$ cat config.mk
export PLATFORM = sky130hd
export DESIGN_NAME = cpc_ctrl
export DESIGN_NICKNAME = d
export VERILOG_FILES = /design/src/cpc_pkg.sv /design/src/cpc_ctrl.sv
export VERILOG_INCLUDE_DIRS = /design/src /design/src/src
export SDC_FILE = /design/constraint.sdc
export NUM_CORES = 1
export LEC_CHECK = 0
export ABC_AREA = 1
export BUFFER_PORTS_ARGS = -buffer_cell sky130_fd_sc_hd__buf_2
export CORE_AREA = 2 2 39 41
export DETAILED_ROUTE_END_ITERATION = 8
export DIE_AREA = 0 0 41 43
export PLACE_DENSITY_LB_ADDON = 0.08
export SYNTH_ARGS = -nofsm -noshare
export SYNTH_HDL_FRONTEND = slang
export SYNTH_SLANG_ARGS = --single-unit
$ cat constraint.sdc
create_clock -name clk -period 1.9 [get_ports clk]
set_input_delay 0.19 -clock clk [delete_from_list [all_inputs] [get_ports clk]]
set_output_delay 0.19 -clock clk [all_outputs]
set_load 0.01 [all_outputs]
$ cat src/assert_macros.svh
`ifndef ASSERT_MACROS_SVH
`define ASSERT_MACROS_SVH

// Check on every clock edge outside of reset.
`define ASSERT_CLK(lbl, prop, msg) \
  lbl: assert property (@(posedge clk) disable iff (rst) prop) else $error(msg);

// Check on every clock edge, reset included.
`define ASSERT_CLK_ALWAYS(lbl, prop, msg) \
  lbl: assert property (@(posedge clk) prop) else $error(msg);

`endif

$ cat src/cpc_pkg.sv
`default_nettype none

package cpc_pkg;

  localparam int ANGLE_BITS   = 16;
  localparam int POS_BITS     = 32;
  localparam int CORDIC_STEPS = 16;

  localparam int FULL_STEPS = 24;
  localparam int IDX_BITS   = $clog2(FULL_STEPS);

  localparam int LEN_BITS  = 16;
  localparam int TURN_BITS = 16;
  localparam int CFG_BITS  = 32;
  localparam int ADDR_BITS = 2;

  localparam int XY_BITS     = 34;
  localparam int PROD_BITS   = LEN_BITS + 1 + XY_BITS;
  localparam int ROUND_SHIFT = 22;
  localparam int STEP_BITS   = PROD_BITS - ROUND_SHIFT;
  localparam int EXT_BITS    = ((POS_BITS > CFG_BITS) ? POS_BITS : CFG_BITS) + 2;

  localparam int IN_TDATA_BITS  = ((LEN_BITS + TURN_BITS + 7) / 8) * 8;
  localparam int OUT_FIELD_BITS = 2 * POS_BITS + ANGLE_BITS;
  localparam int OUT_TDATA_BITS = ((OUT_FIELD_BITS + 7) / 8) * 8;

  localparam logic signed [XY_BITS-1:0] CORDIC_GAIN = XY_BITS'(652032874);
  localparam logic signed [XY_BITS-1:0] QUARTER     = XY_BITS'(64'sd1 <<< 30);
  localparam logic signed [XY_BITS-1:0] HALF        = XY_BITS'(64'sd1 <<< 31);
  localparam logic signed [PROD_BITS-1:0] ROUND_HALF =
    PROD_BITS'(64'sd1 <<< (ROUND_SHIFT - 1));

  localparam logic signed [EXT_BITS-1:0] POS_MAX =
    EXT_BITS'((64'sd1 <<< (POS_BITS - 1)) - 64'sd1);
  localparam logic signed [EXT_BITS-1:0] POS_MIN = -POS_MAX - EXT_BITS'(1);

  typedef enum logic [ADDR_BITS-1:0] {
    REG_START_HEADING = 2'd0,
    REG_START_X       = 2'd1,
    REG_START_Y       = 2'd2
  } cpc_reg_t;

  typedef struct packed {
    logic                capture;
    logic                prep;
    logic                emit_start;
    logic                init;
    logic                iter;
    logic [IDX_BITS-1:0] idx;
    logic                mul_x;
    logic                mul_y;
    logic                acc;
    logic                emit_end;
  } cpc_cmd_t;

  typedef struct packed {
    logic first;
    logic out_free;
  } cpc_status_t;

  typedef struct packed {
    logic [POS_BITS-1:0] value;
    logic                sat;
  } cpc_pos_t;

  function automatic logic [31:0] atan_entry(input logic [IDX_BITS-1:0] i);
    logic [31:0] r;
    case (i)
      5'd0:    r = 32'd536870912;
      5'd1:    r = 32'd316933406;
      5'd2:    r = 32'd167458907;
      5'd3:    r = 32'd85004756;
      5'd4:    r = 32'd42667331;
      5'd5:    r = 32'd21354465;
      5'd6:    r = 32'd10679838;
      5'd7:    r = 32'd5340245;
      5'd8:    r = 32'd2670163;
      5'd9:    r = 32'd1335087;
      5'd10:   r = 32'd667544;
      5'd11:   r = 32'd333772;
      5'd12:   r = 32'd166886;
      5'd13:   r = 32'd83443;
      5'd14:   r = 32'd41721;
      5'd15:   r = 32'd20860;
      5'd16:   r = 32'd10430;
      5'd17:   r = 32'd5215;
      5'd18:   r = 32'd2607;
      5'd19:   r = 32'd1303;
      5'd20:   r = 32'd651;
      5'd21:   r = 32'd325;
      5'd22:   r = 32'd162;
      5'd23:   r = 32'd81;
      default: r = 32'd0;
    endcase
    return r;
  endfunction

  function automatic cpc_pos_t clamp_pos(input logic signed [EXT_BITS-1:0] v);
    cpc_pos_t r;
    if (v > POS_MAX) begin
      r.value = POS_MAX[POS_BITS-1:0];
      r.sat   = 1'b1;
    end else if (v < POS_MIN) begin
      r.value = POS_MIN[POS_BITS-1:0];
      r.sat   = 1'b1;
    end else begin
      r.value = v[POS_BITS-1:0];
      r.sat   = 1'b0;
    end
    return r;
  endfunction

  function automatic logic signed [STEP_BITS-1:0] round_step(
    input logic signed [PROD_BITS-1:0] p
  );
    logic signed [PROD_BITS-1:0] t;
    t = p + ROUND_HALF;
    return t[PROD_BITS-1:ROUND_SHIFT];
  endfunction

endpackage

`default_nettype wire

$ cat src/cpc_ctrl.sv
`default_nettype none
`include "assert_macros.svh"

module cpc_ctrl (
  input  wire logic                 clk,
  input  wire logic                 rst,
  input  wire logic                 in_valid,
  output logic                      in_ready,
  input  wire cpc_pkg::cpc_status_t status,
  output cpc_pkg::cpc_cmd_t         cmd
);
  import cpc_pkg::*;

  typedef enum logic [3:0] {
    S_IDLE,
    S_PREP,
    S_START,
    S_INIT,
    S_ITER,
    S_MULX,
    S_MULY,
    S_ACC,
    S_END
  } state_t;

  localparam logic [IDX_BITS-1:0] ITER_LAST = IDX_BITS'(CORDIC_STEPS - 1);

  state_t              state;
  state_t              state_next;
  logic [IDX_BITS-1:0] iter_cnt;
  logic [IDX_BITS-1:0] iter_cnt_next;
  logic [8:0]          cmd_flags;

  always_comb begin
    state_next    = state;
    iter_cnt_next = iter_cnt;
    cmd           = '0;
    cmd.idx       = iter_cnt;
    case (state)
      S_IDLE: begin
        if (in_valid) begin
          cmd.capture = 1'b1;
          state_next  = S_PREP;
        end
      end
      S_PREP: begin
        cmd.prep   = 1'b1;
        state_next = status.first ? S_START : S_INIT;
      end
      S_START: begin
        if (status.out_free) begin
          cmd.emit_start = 1'b1;
          state_next     = S_INIT;
        end
      end
      S_INIT: begin
        cmd.init      = 1'b1;
        iter_cnt_next = '0;
        state_next    = S_ITER;
      end
      S_ITER: begin
        cmd.iter = 1'b1;
        if (iter_cnt == ITER_LAST) begin
          state_next = S_MULX;
        end else begin
          iter_cnt_next = iter_cnt + IDX_BITS'(1);
        end
      end
      S_MULX: begin
        cmd.mul_x  = 1'b1;
        state_next = S_MULY;
      end
      S_MULY: begin
        cmd.mul_y  = 1'b1;
        state_next = S_ACC;
      end
      S_ACC: begin
        cmd.acc    = 1'b1;
        state_next = S_END;
      end
      S_END: begin
        if (status.out_free) begin
          cmd.emit_end = 1'b1;
          state_next   = S_IDLE;
        end
      end
      default: state_next = S_IDLE;
    endcase
  end

  always_ff @(posedge clk) begin
    if (rst) begin
      state    <= S_IDLE;
      iter_cnt <= '0;
    end else begin
      state    <= state_next;
      iter_cnt <= iter_cnt_next;
    end
  end

  assign in_ready  = (state == S_IDLE);
  assign cmd_flags = {cmd.capture, cmd.prep, cmd.emit_start, cmd.init, cmd.iter,
                      cmd.mul_x, cmd.mul_y, cmd.acc, cmd.emit_end};

  `ASSERT_CLK(a_cmd_onehot, $onehot0(cmd_flags), "more than one datapath command")
  `ASSERT_CLK(a_emit_free, (cmd.emit_start || cmd.emit_end) |-> status.out_free,
              "result loaded while output register is occupied")
  `ASSERT_CLK(a_iter_done, (state == S_ITER && iter_cnt == ITER_LAST) |=> (state == S_MULX),
              "rotation did not stop after the last step")
  `ASSERT_CLK_ALWAYS(a_reset_idle, rst |=> (state == S_IDLE), "reset did not return to idle")

endmodule

`default_nettype wire

==> impl_metrics.py <==
metrics = {
    "timing": {
        "clock.fmax_mhz": 677,
        "hold_violations": 0,
        "slew_headroom_pct": 80.4,
        "setup_tns_ps": 0,
        "setup_viol": 0,
        "clock_skew_ps": 1.68,
        "final_max_slew_viol_count": 0,
        "fin_crit_ps": 1480,
        "fin_crit_sh_pct": 77.8,
        "holdWs_ps": 191,
        "rsz0062_at_grt": "false",
        "tightest_slew_ps": 293,
    },
    "worst_setup_path": {
        "timing.rr.end": "iter_cnt[1]",
        "r2r_setup_slack_ps": 440,
        "endpoint": "cmd[11]",
        "reg2reg_depth": 10,
        "cp.arrival_ps": 1290,
        "crit_fanout": 6,
        "critical_path_class": "reg -> out",
        "worstPathRequired_ps": 1710,
        "r2r-start": "iter_cnt[0]",
        "crit_path_end_kind": "output pin",
        "cp-start-kind": "register",
        "crit_start": "state[3]",
    },
    "finish": {
        "layout-drive-gt1-share_pct": 32.4,
        "final_common_cell": "buf_2",
        "final_cell_mix": "buf_2 (19), nor2_1 (14), inv_1 (13), nand2_1 (12), dfxtp_1 (9)",
        "num-nets-final": 116,
        "design_area_um2": 716,
        "n_antenna_cell": 0,
        "final_cells": 124,
        "area_growth_pct": 23.0,
        "fill_cells": 138,
    },
    "worst_hold_path": {
        "min_path_type": "in -> reg",
    },
    "logic_synthesis": {
        "ys_seq_elements": 9,
        "synth_top_cell_area_share_pct": 31.0,
        "syn_avg_cell_area_um2": 6.77,
        "yosysTopAreaCell": "dfxtp_1",
        "syn_area_um2": 582,
        "synth_warnings": 0,
        "synthesis.nets": 93,
        "synth-seq-area-share_pct": 31.0,
        "synthTopCellsByArea": "dfxtp_1 (31%), nor2_1 (9.0%), inv_1 (8.4%)",
        "synthCells": 86,
        "synthDistinctLibCells": 19,
    },
    "drt": {
        "drc": 0,
        "firstDrtPassIters": 4,
        "ant_nets": 0,
        "first_iter_violations": 4,
        "wirelength_um": 1200,
        "wl_per_cell_um": 9.71,
        "vias": 585,
        "post_drt_via_cell_ratio": 4.72,
    },
    "clock_network": {
        "cts_sinks": 9,
        "cts.clk_slew.worst_paths_ps": 60,
        "cts-root-buf": "clkbuf_4",
        "clock_latency_ps": 260,
        "clockBufferDepth": 2,
        "cts_buffers": 3,
        "postCtsSetupBuffers": 0,
        "cts_tree": "yes",
        "cts_resized": 0,
        "ctsHoldBuffers": 0,
        "htree_levels": 1,
    },
    "place": {
        "dp_hpwl_um": 932,
        "port-buffer-count": 19,
        "place.gp.congestion": 0.721,
        "placed_cell_area_um2": 689,
        "dp_cells": 120,
    },
    "pwr": {
        "power_density_mw_per_mm2": 757,
        "pwr-share-clk_pct": 27.3,
        "comb_power_share_pct": 30.9,
        "pwr-share-seq_pct": 41.8,
        "power.internal_mw": 0.345,
        "total_power_mw": 0.542,
        "vdd_drop_max_v": 0.000370,
        "power_switching_mw": 0.197,
        "swShare_pct": 36.4,
        "leakage_nw": 0.368,
    },
    "global_route": {
        "grt_pass1_wl_um": 1890,
        "grt_pass1_vias": 458,
        "grt_remaining_overflow": 0,
        "grt_max_degree": 9,
        "antenna_found_initial": 0,
        "grt_usage_pct": 16.1,
    },
    "run": {
        "cap_violations": 0,
    },
    "die": {
        "start_util_pct": 42.0,
        "die_w_um": 41,
        "ios": 20,
        "die_area_mm2": 0.00176,
        "die_y_um": 43,
        "coreArea_mm2": 0.00138,
        "rows": 14,
    },
    "outcome": {
        "outcome": "completed",
    },
}
[power groups by stage]
| stage | Combinational (mW) | Clock [mW] | Sequential (mW) |
|---|---|---|---|
| after floorplan | 0.123 | 0 | 0.229 |
| after detailed placement | 0.168 | 0 | 0.231 |
| final | 0.167 | 0.148 | 0.227 |
| after global placement | 0.168 | 0 | 0.231 |
| after global routing | 0.190 | 0.167 | 0.230 |
| after CTS | 0.169 | 0.157 | 0.227 |
[layout make-up]
class | instances | area, µm² | share of cell area, %
Sequential cell | 9 | 180 | 25.2
Inverter | 17 | 65.1 | 9.09
Timing Repair Buffer | 19 | 95.1 | 13.3
Multi-Input combinational cell | 59 | 329 | 46.0
Tap cell | 16 | 20.0 | 2.80
Clock buffer | 4 | 26.3 | 3.67
[metrics by stage]
step,util (%),setup WS (ps)
3_5_place_dp,49.8,439
4_1_cts,51.7,406
6_report,51.7,423
2_1_floorplan,-,526
3_3_place_gp,49.8,441
5_1_grt,51.7,287
[critical path, stage by stage (launching register included)]
cell and delay, ps:
dfxtp_1 390, nor2_4 220, inv_1 80, nor4_1 160, buf_2 170
[flip-flops by register name, indices dropped and copies added, names as in the netlist]
signal / flops
state: 4
iter_cnt: 5
[synthesized netlist by cell type (all sizes together)]
master / n
nand3: 8
ha: 2
nor2: 18
inv: 16
nor3: 3
and3: 1
dfxtp: 9
a21oi: 7
nand2: 16
clkinv: 1
nor4: 2
buf: 1
o21ai: 2
[worst min-delay path by stage]
stage,start,to,slack [ps],depth (start not counted)
global placement,rst,state[0],470,2
detailed placement,rst,state[0],470,2
CTS,rst,state[0],180,2
global route,rst,state[0],190,2
floorplan,rst,state[0],400,2
finish,rst,state[0],190,2
[cells by family after synthesis]
kind of cell / synth area share (%)
flops: 31.0
buf+inv: 12.5
fa+ha+maj: 4.30
simple gates: 44.5
compound gates: 7.74
[per-layer routing]
metal  share of wire (%)  GRT usage, %
met5                   0             0
met4                 2.1          10.0
met3                 7.1          4.71
met2                  46          22.5
met1                  44          20.8
(Power assumes the default switching activity.)
